File: config.mk
export PLATFORM = sky130hd
export DESIGN_NAME = signed_varint_decoder
export DESIGN_NICKNAME = d
export VERILOG_FILES = /design/src/hdl/svd_pkg.sv /design/src/hdl/svd_front.sv /design/src/hdl/svd_back.sv /design/src/hdl/signed_varint_decoder.sv
export VERILOG_INCLUDE_DIRS = /design/src /design/src/hdl
export SDC_FILE = /design/constraint.sdc
export NUM_CORES = 1
export LEC_CHECK = 0
export ABC_AREA = 1
export ABC_CLOCK_PERIOD_IN_PS = 7050
export BUFFER_PORTS_ARGS = -buffer_cell sky130_fd_sc_hd__clkbuf_2
export CORE_AREA = 2 2 158 160
export DETAILED_ROUTE_END_ITERATION = 6
export DIE_AREA = 0 0 160 162
export PLACE_DENSITY = 0.81
export SLEW_MARGIN = 20
export SYNTH_ARGS = -nofsm -noshare
export SYNTH_HDL_FRONTEND = slang
export SYNTH_SLANG_ARGS = --single-unit
File: constraint.sdc
create_clock -name clock -period 7.05 [get_ports clock]
set_input_delay 0.705 -clock clock [delete_from_list [all_inputs] [get_ports clock]]
set_output_delay 0.705 -clock clock [all_outputs]
set_load 0.02 [all_outputs]
File: src/hdl/signed_varint_decoder_defines.svh
// Assertion helpers used by the decoder top level.
`ifndef SIGNED_VARINT_DECODER_DEFINES_SVH
`define SIGNED_VARINT_DECODER_DEFINES_SVH

// Same-cycle implication, checked outside of reset.
`define SVD_ASSERT_NOW(name, pre, post) \
   name: assert property (@(posedge clock) disable iff (reset) (pre) |-> (post)) \
      else $error("signed_varint_decoder: same-cycle check failed");

// Next-cycle implication, checked outside of reset.
`define SVD_ASSERT_NEXT(name, pre, post) \
   name: assert property (@(posedge clock) disable iff (reset) (pre) |=> (post)) \
      else $error("signed_varint_decoder: next-cycle check failed");

`endif

File: src/hdl/svd_pkg.sv
`default_nettype none
package svd_pkg;

   // Decoded number width and derived sizes
   localparam int VALUE_WIDTH = 64;
   localparam int OUT_WIDTH   = 64;
   localparam int DIGIT_BITS  = 7;
   localparam int MAX_BYTES   = (VALUE_WIDTH + DIGIT_BITS - 1) / DIGIT_BITS;
   localparam int IDX_WIDTH   = $clog2(MAX_BYTES);
   localparam int SHIFT_WIDTH = $clog2(DIGIT_BITS * MAX_BYTES + 1);
   localparam int PAD_BITS    = OUT_WIDTH - VALUE_WIDTH;
   localparam int COUNT_WIDTH = 4;
   localparam int MAXLEN_WIDTH = 31;
   localparam int MODE_WIDTH  = 2;

   // Range check modes; the unused code behaves as raw
   typedef enum logic [MODE_WIDTH-1:0] {
      MODE_RAW    = 2'd0,
      MODE_LENGTH = 2'd1,
      MODE_ID     = 2'd2
   } svd_mode_type;

   // Register indexes (address bit 2)
   localparam logic REG_CHECK_MODE = 1'b0;
   localparam logic REG_MAX_LENGTH = 1'b1;

   // Classified byte handed from front to back
   typedef struct packed {
      logic [DIGIT_BITS-1:0] digit;
      logic [IDX_WIDTH-1:0]  index;
      logic                  last;
      logic                  at_limit;
      logic                  more;
   } svd_item_type;

   // Finished number
   typedef struct packed {
      logic [OUT_WIDTH-1:0]   value;
      logic                   range_error;
      logic                   unterminated;
      logic [COUNT_WIDTH-1:0] byte_count;
   } svd_result_type;

   // Configuration seen by the back end
   typedef struct packed {
      logic [MODE_WIDTH-1:0]   mode;
      logic [MAXLEN_WIDTH-1:0] max_length;
   } svd_cfg_type;

endpackage
`default_nettype wire

File: src/hdl/svd_front.sv
`default_nettype none
module svd_front (
   input  wire                   clock,
   input  wire                   reset,
   input  wire                   push,
   output logic                  full,
   input  wire  [7:0]            data_byte,
   output logic                  mid_valid,
   output svd_pkg::svd_item_type mid_item,
   input  wire                   mid_pop
);
   import svd_pkg::*;

   logic [IDX_WIDTH-1:0] idx_ff, idx_in;
   svd_item_type         q_ff [2];
   logic                 wr_ptr_ff, wr_ptr_in;
   logic                 rd_ptr_ff, rd_ptr_in;
   logic [1:0]           count_ff, count_in;
   logic                 accept;
   svd_item_type         item;

   assign full      = (count_ff == 2'd2);
   assign accept    = push && !full;
   assign mid_valid = (count_ff != 2'd0);
   assign mid_item  = q_ff[rd_ptr_ff];

   // Classify the incoming byte by its place in the number
   always_comb begin
      item.digit    = data_byte[DIGIT_BITS-1:0];
      item.index    = idx_ff;
      item.more     = data_byte[7];
      item.at_limit = (idx_ff == IDX_WIDTH'(MAX_BYTES - 1));
      item.last     = !data_byte[7] || item.at_limit;
   end

   // Advance the byte index, restart it after the last byte, and update the queue pointers
   always_comb begin
      idx_in    = idx_ff;
      wr_ptr_in = wr_ptr_ff;
      rd_ptr_in = rd_ptr_ff;
      count_in  = count_ff;
      if (accept) begin
         idx_in    = item.last ? '0 : idx_ff + 1'b1;
         wr_ptr_in = !wr_ptr_ff;
      end
      if (mid_pop) begin
         rd_ptr_in = !rd_ptr_ff;
      end
      if (accept && !mid_pop) begin
         count_in = count_ff + 2'd1;
      end else if (!accept && mid_pop) begin
         count_in = count_ff - 2'd1;
      end
   end

   always_ff @(posedge clock) begin
      if (reset) begin
         idx_ff    <= '0;
         wr_ptr_ff <= 1'b0;
         rd_ptr_ff <= 1'b0;
         count_ff  <= 2'd0;
      end else begin
         idx_ff    <= idx_in;
         wr_ptr_ff <= wr_ptr_in;
         rd_ptr_ff <= rd_ptr_in;
         count_ff  <= count_in;
      end
   end

   // Hold classified bytes for the back end
   always_ff @(posedge clock) begin
      if (accept) begin
         q_ff[wr_ptr_ff] <= item;
      end
   end

endmodule
`default_nettype wire

File: src/hdl/svd_back.sv
`default_nettype none
module svd_back (
   input  wire                     clock,
   input  wire                     reset,
   input  svd_pkg::svd_cfg_type    cfg,
   input  wire                     mid_valid,
   input  svd_pkg::svd_item_type   mid_item,
   output logic                    mid_pop,
   output logic                    empty,
   input  wire                     pop,
   output svd_pkg::svd_result_type rsp
);
   import svd_pkg::*;

   logic [VALUE_WIDTH-1:0]            acc_ff, acc_in;
   svd_result_type                    q_ff [2];
   logic                              wr_ptr_ff, wr_ptr_in;
   logic                              rd_ptr_ff, rd_ptr_in;
   logic [1:0]                        count_ff, count_in;
   logic                              take, rsp_push, rsp_pop;
   logic [SHIFT_WIDTH-1:0]            shift_amt, fill_bits;
   logic [VALUE_WIDTH+DIGIT_BITS-1:0] placed;
   logic [VALUE_WIDTH-1:0]            merged;
   logic [OUT_WIDTH-1:0]              widened, hi_mask, limit_value, short_value, value;
   logic                              range_error;
   svd_result_type                    result;

   // Take a byte unless it finishes a number and the result queue is full
   assign take     = mid_valid && (!mid_item.last || count_ff != 2'd2);
   assign mid_pop  = take;
   assign rsp_push = take && mid_item.last;
   assign empty    = (count_ff == 2'd0);
   assign rsp_pop  = pop && !empty;
   assign rsp      = q_ff[rd_ptr_ff];

   // Place the seven payload bits and sign extend a finished number
   always_comb begin
      shift_amt   = SHIFT_WIDTH'(mid_item.index) * SHIFT_WIDTH'(DIGIT_BITS);
      fill_bits   = shift_amt + SHIFT_WIDTH'(DIGIT_BITS);
      placed      = (VALUE_WIDTH + DIGIT_BITS)'(mid_item.digit) << shift_amt;
      merged      = acc_ff | placed[VALUE_WIDTH-1:0];
      widened     = OUT_WIDTH'(merged);
      limit_value = OUT_WIDTH'($signed(widened << PAD_BITS) >>> PAD_BITS);
      hi_mask     = ~OUT_WIDTH'(0) << fill_bits;
      short_value = mid_item.digit[DIGIT_BITS-1] ? (widened | hi_mask) : widened;
      value       = mid_item.at_limit ? limit_value : short_value;
   end

   // Check the range of the current mode
   always_comb begin
      case (cfg.mode)
         MODE_LENGTH: range_error = value[OUT_WIDTH-1] ||
                                    (value > OUT_WIDTH'(cfg.max_length));
         MODE_ID:     range_error = !((&value[OUT_WIDTH-1:31]) || !(|value[OUT_WIDTH-1:31]));
         default:     range_error = 1'b0;
      endcase
   end

   always_comb begin
      result.value        = value;
      result.range_error  = range_error;
      result.unterminated = mid_item.at_limit && mid_item.more;
      result.byte_count   = COUNT_WIDTH'(mid_item.index) + COUNT_WIDTH'(1);
   end

   // Advance the accumulator and the result queue pointers
   always_comb begin
      acc_in    = acc_ff;
      wr_ptr_in = wr_ptr_ff;
      rd_ptr_in = rd_ptr_ff;
      count_in  = count_ff;
      if (take) begin
         acc_in = mid_item.last ? '0 : merged;
      end
      if (rsp_push) begin
         wr_ptr_in = !wr_ptr_ff;
      end
      if (rsp_pop) begin
         rd_ptr_in = !rd_ptr_ff;
      end
      if (rsp_push && !rsp_pop) begin
         count_in = count_ff + 2'd1;
      end else if (!rsp_push && rsp_pop) begin
         count_in = count_ff - 2'd1;
      end
   end

   always_ff @(posedge clock) begin
      if (reset) begin
         acc_ff    <= '0;
         wr_ptr_ff <= 1'b0;
         rd_ptr_ff <= 1'b0;
         count_ff  <= 2'd0;
      end else begin
         acc_ff    <= acc_in;
         wr_ptr_ff <= wr_ptr_in;
         rd_ptr_ff <= rd_ptr_in;
         count_ff  <= count_in;
      end
   end

   // Hold finished numbers until popped
   always_ff @(posedge clock) begin
      if (rsp_push) begin
         q_ff[wr_ptr_ff] <= result;
      end
   end

endmodule
`default_nettype wire

File: src/hdl/signed_varint_decoder.sv
// A result shows (empty low) once its last byte has left the byte queue and its result has
// been written to the result queue. Throughput: one byte per cycle while full is low; the
// two-entry queues after the byte classifier and after the accumulator let each side stall on its own.
// A number ends after a byte with bit 7 clear or after the tenth byte.
// Reset (synchronous, active high) empties both queues, clears the accumulator
// and byte index, and sets check_mode to raw and max_length to 2147483647.
`default_nettype none
`include "signed_varint_decoder_defines.svh"
module signed_varint_decoder (
   input  wire                clock,
   input  wire                reset,
   // request channel
   input  wire                push,
   output logic               full,
   input  wire  [7:0]         req_data_byte,
   // result channel
   output logic               empty,
   input  wire                pop,
   output logic signed [63:0] rsp_decoded_value,
   output logic               rsp_range_error,
   output logic               rsp_unterminated,
   output logic [3:0]         rsp_byte_count,
   // register port
   input  wire                psel,
   input  wire                penable,
   input  wire                pwrite,
   input  wire  [2:0]         paddr,
   input  wire  [31:0]        pwdata,
   output logic [31:0]        prdata,
   output logic               pready
);
   import svd_pkg::*;

   logic [MODE_WIDTH-1:0]   mode_ff, mode_in;
   logic [MAXLEN_WIDTH-1:0] max_length_ff, max_length_in;
   logic                    csr_write;
   svd_cfg_type             cfg;
   logic                    mid_valid, mid_pop;
   svd_item_type            mid_item;
   svd_result_type          rsp;

   // Register writes and reads
   assign pready    = 1'b1;
   assign csr_write = psel && penable && pwrite && pready;

   always_comb begin
      mode_in       = mode_ff;
      max_length_in = max_length_ff;
      if (csr_write) begin
         case (paddr[2])
            REG_CHECK_MODE: mode_in       = pwdata[MODE_WIDTH-1:0];
            REG_MAX_LENGTH: max_length_in = pwdata[MAXLEN_WIDTH-1:0];
            default:        mode_in       = mode_ff;
         endcase
      end
   end

   always_comb begin
      case (paddr[2])
         REG_CHECK_MODE: prdata = 32'(mode_ff);
         REG_MAX_LENGTH: prdata = 32'(max_length_ff);
         default:        prdata = '0;
      endcase
   end

   always_ff @(posedge clock) begin
      if (reset) begin
         mode_ff       <= MODE_RAW;
         max_length_ff <= '1;
      end else begin
         mode_ff       <= mode_in;
         max_length_ff <= max_length_in;
      end
   end

   assign cfg.mode       = mode_ff;
   assign cfg.max_length = max_length_ff;

   // Classify bytes
   svd_front u_front (
      .clock     (clock),
      .reset     (reset),
      .push      (push),
      .full      (full),
      .data_byte (req_data_byte),
      .mid_valid (mid_valid),
      .mid_item  (mid_item),
      .mid_pop   (mid_pop)
   );

   // Accumulate, extend and range check
   svd_back u_back (
      .clock     (clock),
      .reset     (reset),
      .cfg       (cfg),
      .mid_valid (mid_valid),
      .mid_item  (mid_item),
      .mid_pop   (mid_pop),
      .empty     (empty),
      .pop       (pop),
      .rsp       (rsp)
   );

   assign rsp_decoded_value = $signed(rsp.value);
   assign rsp_range_error   = rsp.range_error;
   assign rsp_unterminated  = rsp.unterminated;
   assign rsp_byte_count    = rsp.byte_count;

   // Byte count of a waiting result stays within one to the byte limit
   `SVD_ASSERT_NOW(a_count_range, !empty,
      (rsp_byte_count != 4'd0) && (rsp_byte_count <= COUNT_WIDTH'(MAX_BYTES)))

   // Only a number cut at the byte limit is unterminated
   `SVD_ASSERT_NOW(a_unterm_at_limit, !empty && rsp_unterminated,
      rsp_byte_count == COUNT_WIDTH'(MAX_BYTES))

   // A full byte queue stays full until the back end drains it
   `SVD_ASSERT_NEXT(a_full_holds, full && !mid_pop, full)

endmodule
`default_nettype wire
==> impl_metrics.tcl, run 1 <==
set metrics [dict create \
    holdPathStages 1 \
    firstDrtPassIters 6 \
    antenna_left 0 \
    final_layout_size_suffix_gt1_share_pct 19.8 \
    hold_viol 0 \
    start_util_pct 55.6 \
    num_antenna_cells 0 \
    min-delay-start "req_data_byte[1]" \
    mostFrequentLayoutCells "nand2_1, nor2_1, inv_1" \
    drt-initial-drc-count 974 \
    place_inst 1879 \
    worstPathArrival_ps 6670 \
    vias 10500 \
    crit_path_cell_trace "inv_4 -> nand2_1 -> nand2_1 -> clkinv_1 -> o21bai_1 -> ha_1 -> ha_1 -> a21oi_1 -> nand3_1 -> nand2_2 -> nand3_1 -> o211ai_1 -> ha_1 -> nand2_1 -> o21ai_0 -> a211oi_1 -> o211ai_1 -> inv_1 -> nand2_1 -> nand2_1 -> nand3_1 -> nand2_1 -> a21oi_1" \
    cts_tree "done" \
    ios 155 \
    r2r_cells 23 \
    cts_buffer_depth 3 \
    skew_ps 21.2 \
    setup_tns_ps 0 \
    cts_hold_buf 0 \
    slew_headroom_pct 32.4 \
    final_cell_count_no_fill 1933 \
    syn_inst 1458 \
    num-nets-final 1689 \
    rsz0062_at_grt "no" \
    drc 0 \
    post-dp-hpwl_um 24400 \
    drt-vias-per-instance 5.45 \
    syn_avg_cell_area_um2 9.20 \
    area_growth_pct 14.1 \
    hold_path.class "in2reg" \
    clk_latency_ps 550 \
    layout_commonest_cell "nand2_1" \
    worstPathRequired_ps 7340 \
    fin_crit_sh_pct 90.5 \
    gp_congestion 0.971 \
    grt_max_degree 71 \
    min_to "u_front.q_ff[0][8]" \
    fmax_mhz 157 \
    track_usage_pct 25.4 \
    synth_nets 1561 \
    cpMostUsedCell "nand2_1" \
    r2r_end "u_back.q_ff[0][5]" \
    report.final.slew_viol_count 0 \
    outcome "finished clean" \
    ys_types 41 \
    core_mm2 0.0241 \
    critical_path.max_stage_delay_ps 590 \
    die-width_um 160 \
    yosysWarnings 0 \
    async_flop_share_pct 0 \
    startpoint_type "flip-flop" \
    grt_pass1_wl_um 52200 \
    cts_buffers 29 \
    cts.clk_slew.worst_paths_ps 60 \
    antenna_found_initial 1 \
    final-setup-viol-count 0 \
    port_buffers 149 \
    rows 57 \
    grt-ovfl-total 0 \
    numClockSinks 279 \
    min_period_ps 6380 \
    cp_max_fo 19 \
    postCtsSetupBuffers 0 \
    cts_resized 0 \
    worstSetupPathType "reg2reg" \
    finalWirelength_um 33700 \
    ctsHtreeMaxLevel 1 \
    r2r_setup_slack_ps 670 \
    endpoint_kind "flip-flop" \
    die_y_um 162 \
    maxCapViolCount 0 \
    avgRoutedWirePerCell_um 17.4 \
    crit_slowest_cell "o211ai_1" \
    path_delay_family "compound AO/OA/AOI/OAI gates" \
    hold_ws_ps 361 \
    ys_dominant_reg_cell "edfxtp_1" \
    synth_seq_cells 279 \
    die_area_mm2 0.0259 \
    ys_seq_area_share_pct 54.2 \
    grt_pass1_vias 10000 \
    final_core_util_pct 63.5 \
    synth-edff-count 168 \
    worst_slew_pin_slew_ps 1010 \
    synth_area_mm2 0.0134 \
    cp_num_buf_inv 3 \
    ctsRootBufferMaster "clkbuf_16" \
]
## how the worst max path moves through the flow
| stage | startpoint | end | slack [ps] | cells past startpoint |
|---|---|---|---|---|
| final | flip-flop | u_back.q_ff[0][5] | 670 | 23 |
| after global routing | flip-flop | u_back.q_ff[0][5] | 250 | 27 |
| after CTS | flip-flop | u_back.q_ff[1][5] | 840 | 24 |
| after detailed placement | flip-flop | u_back.q_ff[1][5] | 870 | 24 |
| after global placement | flip-flop | u_back.q_ff[0][5] | 990 | 24 |
| after floorplan | flip-flop | u_back.q_ff[0][5] | 2270 | 31 |
## Yosys cell counts, types with 2 or more instances
| library cell | count | area [um2] |
|---|---|---|
| ha_1 | 53 | 663 |
| o21ai_1 | 7 | 35.0 |
| conb_1 | 2 | 7.51 |
| nor2_2 | 5 | 31.3 |
| a31o_2 | 7 | 61.3 |
| nand2_1 | 259 | 972 |
| nand2_4 | 2 | 22.5 |
| o21ai_2 | 7 | 61.3 |
| nand3_1 | 43 | 215 |
| nand4_1 | 6 | 37.5 |
| dfxtp_1 | 111 | 2220 |
| a211oi_1 | 10 | 75.1 |
| buf_1 | 13 | 48.8 |
| o211ai_1 | 2 | 15.0 |
| a21oi_1 | 112 | 561 |
| buf_2 | 8 | 40.0 |
| clkinv_1 | 2 | 7.51 |
| inv_1 | 177 | 664 |
| nor3_1 | 58 | 290 |
| a21oi_2 | 4 | 35.0 |
| buf_6 | 3 | 33.8 |
| inv_2 | 4 | 15.0 |
| o21ai_0 | 78 | 390 |
| o21ai_4 | 2 | 32.5 |
| edfxtp_1 | 168 | 5040 |
| nand2_2 | 8 | 50.1 |
| xor2_1 | 5 | 43.8 |
| mux2_2 | 70 | 788 |
| clkbuf_1 | 28 | 105 |
| nor2_1 | 186 | 698 |
| buf_4 | 7 | 52.6 |
| nor2_4 | 2 | 22.5 |
## per-layer routing
layer  routed length (um)  track usage, %  part of all wire [%]  up-vias
met5                   14               0                 0.042        -
met4                 1210            8.97                   3.6        2
met3                 2440            4.98                   7.2       89
met2                16500            43.8                    49      380
met1                13500            32.1                    40     4968
li1                     -               -                     -     5099
## worst reg2reg max path, cell delays in order, from the launching register on
cell	delay (ps)
dfxtp_1	520
inv_4	290
nand2_1	80
nand2_1	460
clkinv_1	510
o21bai_1	290
ha_1	270
ha_1	380
a21oi_1	280
nand3_1	130
nand2_2	290
nand3_1	530
o211ai_1	600
ha_1	340
nand2_1	70
o21ai_0	100
a211oi_1	400
o211ai_1	150
inv_1	70
nand2_1	40
nand2_1	60
nand3_1	100
nand2_1	90
a21oi_1	90
## kinds of logic after synthesis
| group | synth area share (%) |
|---|---|
| AND/OR/NAND/NOR | 17.7 |
| flip-flops | 54.2 |
| buffers and inverters | 7.26 |
| AO/OA/AOI/OAI | 9.61 |
| multiplexers | 5.88 |
| adder cells (fa/ha/maj) | 4.94 |
| XOR/XNOR | 0.392 |
| other | 0.0560 |
## metrics by stage
step                instance area [um2]  setup slack [ps]
finish                            15300               670
global route                      15300               251
CTS                               15300               838
detailed placement                14400               868
global placement                  14400               990
floorplan                         13400              2270
## layout make-up
type / count / area [um2]
Fill cell: 2000 / 8810
Sequential cell: 279 / 7270
Multi-Input combinational cell: 936 / 5190
Timing Repair Buffer: 156 / 798
Clock buffer: 35 / 758
Inverter: 184 / 693
Tap cell: 324 / 405
Clock inverter: 19 / 183
## sequential cells by signal (all words and copies together) (netlist names), 2 cells and up, named ones only
register          flops
u_back.acc_ff        64
max_length_ff        31
mode_ff               2
u_front.q_ff         28
u_front.idx_ff        4
u_back.q_ff         140
u_front.count_ff      2
u_back.count_ff       2
Power of run 1 is left out: the tool's default activity adds up to more than one toggle a clock period on the data nets, which glitch-free logic cannot reach.
==> run 2: changes to the inputs <==
- ABC_AREA: 1 -> 0
- CORE_AREA: 2 2 158 160 -> 2 2 157 159
- DIE_AREA: 0 0 160 162 -> 0 0 159 161
- SYNTH_HIERARCHICAL: unset -> 1
==> impl_metrics.tcl, run 2 <==
set metrics [dict create \
    ys_types 63 \
    r2r_setup_slack_ps 520 \
    multi_input_area_mm2 0.00526 \
    gp_congestion 0.945 \
    synth_area_leaders "edfxtp_1, dfxtp_1, mux2_2, nor2_1, ha_1" \
    antenna_left 0 \
    grt_max_degree 82 \
    final_cell_count_no_fill 1656 \
    outcome "finished clean" \
    post-dp-hpwl_um 21300 \
    ctsRootBufferMaster "clkbuf_16" \
    grt_pass1_vias 9154 \
    rows 57 \
    min-delay-start "req_data_byte[4]" \
    grt-ovfl-total 0 \
    synth_top_area_share_pct 38.5 \
    core_mm2 0.0240 \
    port_buffers 149 \
    endpoint_kind "flip-flop" \
    hold_path.class "in2reg" \
    holdPathStages 1 \
    fin_crit_sh_pct 92.7 \
    rsz0062_at_grt "no" \
    grt_pass1_wl_um 49300 \
    drt-initial-drc-count 1009 \
    dpl-instance-area_mm2 0.0140 \
    clk_latency_ps 560 \
    syn_inst 1193 \
    start_util_pct 54.8 \
    startpoint_type "flip-flop" \
    regMostFlops "u_back/q_ff" \
    async_flop_share_pct 0 \
    synth_top_cell_by_area "edfxtp_1" \
    worstSetupPathType "reg2reg" \
    cts_hold_buf 0 \
    layout_commonest_cell "nor2_1" \
    track_usage_pct 24.3 \
    ys_seq_area_share_pct 55.4 \
    numClockSinks 279 \
    antenna_found_initial 0 \
    cts_tree "done" \
    die_y_um 161 \
    die-width_um 159 \
    syn_avg_cell_area_um2 11.0 \
    fin_ws_ps 518 \
    cts_resized 0 \
    cts_buffer_depth 3 \
    cts_buffers 28 \
    largest_reg_flops 140 \
    fmax_mhz 153 \
    setup_tns_ps 0 \
    synth_seq_cells 279 \
    ys_dominant_reg_cell "edfxtp_1" \
    drt-vias-per-instance 5.82 \
    avgRoutedWirePerCell_um 19.3 \
    n_fill_cell 1896 \
    num_antenna_cells 0 \
    cts.clk_slew.worst_paths_ps 60 \
    vias 9637 \
    synth_area_mm2 0.0131 \
    final-setup-viol-count 0 \
    min_to "u_front/q_ff[0][11]" \
    skew_ps 27.9 \
    ios 155 \
    yosysWarnings 6 \
    r2r_cells 20 \
    ff_latch_area_mm2 0.00727 \
    synth_most_common_cell "nor2_1" \
    worstPathArrival_ps 6800 \
    maxCapViolCount 0 \
    firstDrtPassIters 7 \
    report.final.slew_viol_count 0 \
    synth_nets 1298 \
    mostFrequentLayoutCells "nor2_1, edfxtp_1, clkbuf_2" \
    finalWirelength_um 31900 \
    worstPathRequired_ps 7310 \
    cp_max_fo 16 \
    ctsHtreeMaxLevel 1 \
    synth-edff-count 168 \
    hold_viol 0 \
    slew_headroom_pct 26.3 \
    stdcell_area_mm2 0.0149 \
    die_area_mm2 0.0256 \
    place_inst 1604 \
    r2r_end "u_back/q_ff[0][5]" \
    top_regs "u_back/q_ff (140), u_back/acc_ff (64), max_length_ff (31)" \
    area_growth_pct 13.7 \
    final_layout_size_suffix_gt1_share_pct 23.9 \
    drc 0 \
    worst_slew_pin_slew_ps 1100 \
    synth_common_cells "nor2_1, edfxtp_1, a21oi_1, dfxtp_1, mux2_2" \
    dp_slack_ps 741 \
    min_period_ps 6530 \
    num-nets-final 1415 \
    postCtsSetupBuffers 0 \
]
## run 2: cell types whose count changed after synthesis, moves of 34 or more
cell,delta
nor3_1,-34
inv_1,-123
nand3_1,-37
nand2_1,-227
and2_1,+34
mux2i_1,+34
## run 2: layer usage
metal / routed length, um / track usage (%) / vias up / share of wire, %
li1: - / - / 4490 / -
met1: 12400 / 31.7 / 4557 / 39
met2: 14900 / 39.7 / 481 / 47
met3: 3190 / 5.55 / 109 / 10
met4: 1420 / 9.96 / 0 / 4.4
met5: 0 / 0 / - / 0
## run 2: worst max path at each step
| stage | to | cells after the start | slack, ps | startpoint |
|---|---|---|---|---|
| after floorplan | u_back/q_ff[0][5] | 24 | 1340 | flip-flop |
| after global placement | u_back/q_ff[0][5] | 20 | 930 | flip-flop |
| after detailed placement | u_back/q_ff[0][5] | 20 | 740 | flip-flop |
| after CTS | u_back/q_ff[0][5] | 20 | 710 | flip-flop |
| after global routing | u_back/q_ff[0][5] | 20 | 70 | flip-flop |
| final | u_back/q_ff[0][5] | 20 | 520 | flip-flop |
## run 2: kinds of logic (layout without fill, tap and decap cells)
logic type,count (synthesis),count (layout),share of synthesized area [%]
adder cells (fa/ha/maj),55,55,5.36
buffers and inverters,134,273,4.81
AO/OA/AOI/OAI,241,241,10.5
XOR/XNOR,15,15,1.06
multiplexers,120,120,9.98
AND/OR/NAND/NOR,347,347,12.8
flip-flops,279,279,55.4
other,2,2,0.0572
## run 2: worst max-delay path, cell delays in order (launching register included)
cell and delay (ps):
dfxtp_1 390, buf_4 230, mux2_2 400, inv_1 200
fa_1 560, inv_1 50, ha_1 280, ha_1 470
xor2_1 720, nand2b_1 380, nor2_1 220, o21ai_0 180
ha_1 340, a21oi_1 160, nor2_1 60, a2111oi_0 360
nor2_1 90, o21ai_0 300, nand2_1 90, o31ai_1 550
a22oi_1 200
## run 2: final cells by class
class	count	share of cell area, %
inverters	54	1.36
well taps	324	2.72
repair buffers	167	5.90
multi-input cells	780	35.2
clock inverters	17	0.922
flip-flops and latches	279	48.7
clock buffers	35	5.15
## run 2: through the flow
stage                     hold WS (ps)  util, %
final                              361     62.3
after CTS                          344     62.3
after global placement             447     58.5
after detailed placement           456     58.5
after floorplan                    437        -
after global routing               347     62.3
Power of run 2 is left out for the same reason.
==> run 3: changes to the inputs <==
- BUFFER_PORTS_ARGS: -buffer_cell sky130_fd_sc_hd__clkbuf_2 -> unset
- DONT_BUFFER_PORTS: unset -> 1
- PLACE_DENSITY: 0.81 -> 0.75
==> impl_metrics.tcl, run 3 (same netlist as run 2, synthesis figures left out) <==
set metrics [dict create \
    outcome "finished clean" \
    maxCapViolCount 0 \
    endpoint_kind "flip-flop" \
    start_util_pct 54.8 \
    drt-vias-per-instance 5.90 \
    regMostFlops "u_back/q_ff" \
    avgRoutedWirePerCell_um 20.4 \
    numClockSinks 279 \
    vias 8902 \
    multi_input_area_mm2 0.00527 \
    cts.clk_slew.worst_paths_ps 60 \
    skew_ps 21.3 \
    track_usage_pct 23.4 \
    rsz0062_at_grt "no" \
    cts_buffer_depth 3 \
    postCtsSetupBuffers 0 \
    finalWirelength_um 30700 \
    startpoint_type "flip-flop" \
    final-setup-viol-count 0 \
    report.final.slew_viol_count 0 \
    cts_hold_buf 0 \
    worstPathArrival_ps 6750 \
    cts_buffers 29 \
    num-nets-final 1267 \
    post-dp-hpwl_um 21000 \
    port_buffers 0 \
    gp_congestion 0.915 \
    setup_tns_ps 0 \
    clk_latency_ps 540 \
    dpl-instance-area_mm2 0.0133 \
    worstSetupPathType "reg2reg" \
    min_period_ps 6500 \
    final_core_util_pct 59.3 \
    drc 0 \
    antenna_found_initial 0 \
    stdcell_area_mm2 0.0142 \
    die_area_mm2 0.0256 \
    rows 57 \
    worst_slew_pin_slew_ps 1040 \
    hold_path.class "in2reg" \
    area_growth_pct 8.32 \
    mostFrequentLayoutCells "nor2_1, edfxtp_1, a21oi_1" \
    cp_max_fo 16 \
    slew_headroom_pct 30.0 \
    top_regs "u_back/q_ff (140), u_back/acc_ff (64), max_length_ff (31)" \
    core_mm2 0.0240 \
    die_y_um 161 \
    largest_reg_flops 140 \
    final_layout_size_suffix_gt1_share_pct 14.1 \
    firstDrtPassIters 7 \
    ios 155 \
    r2r_setup_slack_ps 550 \
    ff_latch_area_mm2 0.00727 \
    worstPathRequired_ps 7300 \
    cts_resized 0 \
    layout_commonest_cell "nor2_1" \
    ctsHtreeMaxLevel 1 \
    grt_max_degree 82 \
    grt_pass1_wl_um 47300 \
    grt_pass1_vias 8488 \
    antenna_left 0 \
    grt-ovfl-total 0 \
    hold_viol 0 \
    fmax_mhz 154 \
    fin_crit_sh_pct 92.2 \
    cts_tree "done" \
    ctsRootBufferMaster "clkbuf_16" \
    die-width_um 159 \
    drt-initial-drc-count 944 \
    n_fill_cell 2018 \
    num_antenna_cells 0 \
]
==> run 3: changes by cell type in the layout (fill, tap and decap cells not counted), moves of 3 or more <==
cell / before / now
clkbuf_1: 4 / 8
clkbuf_2: 149 / 0
clkbuf_8: 2 / 5
clkinv_2: 5 / 2
==> run 3: final cells by class <==
| type | instances | area share, % |
|---|---|---|
| flip-flops and latches | 279 | 51.1 |
| multi-input cells | 780 | 37.1 |
| clock buffers | 44 | 6.15 |
| well taps | 324 | 2.85 |
| inverters | 54 | 1.43 |
| repair buffers | 18 | 0.951 |
| clock inverters | 9 | 0.396 |
==> run 3: metrics by stage <==
step | std cells | setup WS, ps | hold slack, ps
2_1_floorplan | 1193 | 1340 | 437
3_3_place_gp | 1455 | 721 | 448
3_5_place_dp | 1455 | 669 | 454
4_1_cts | 1508 | 595 | 222
5_1_grt | 1508 | 38.9 | 235
6_report | 1508 | 551 | 260
==> run 3: critical path: stages, from the launching register on <==
cell	delay [ps]
dfxtp_1	510
mux2_2	470
inv_1	210
fa_1	570
inv_1	40
ha_1	280
ha_1	440
o21ai_0	110
nor2_1	150
mux2i_1	120
o21ai_1	620
nor2b_1	370
a221o_1	490
ha_1	220
a2111oi_0	370
a21oi_1	130
o21a_1	180
o21ai_0	150
a31oi_1	100
o31ai_1	510
a22oi_1	160
==> run 3: path summary, 6_finish.rpt <==
check	startpoint	end	cells past startpoint
hold reg to reg	u_back/acc_ff[22]	u_back/acc_ff[22]	2
setup / recovery	flip-flop	u_back/q_ff[0][5]	20
setup reg to reg	flip-flop	u_back/q_ff[0][5]	20
hold / removal	reset	u_front/idx_ff[1]	1
==> run 3: per-layer routing <==
metal	vias up	part of all wire, %	GRT usage [%]
met5	-	0	0
met2	391	46	37.5
met4	0	3.5	8.14
li1	4188	-	-
met1	4245	41	31.5
met3	78	9.6	5.37
Power of run 3 is left out for the same reason.
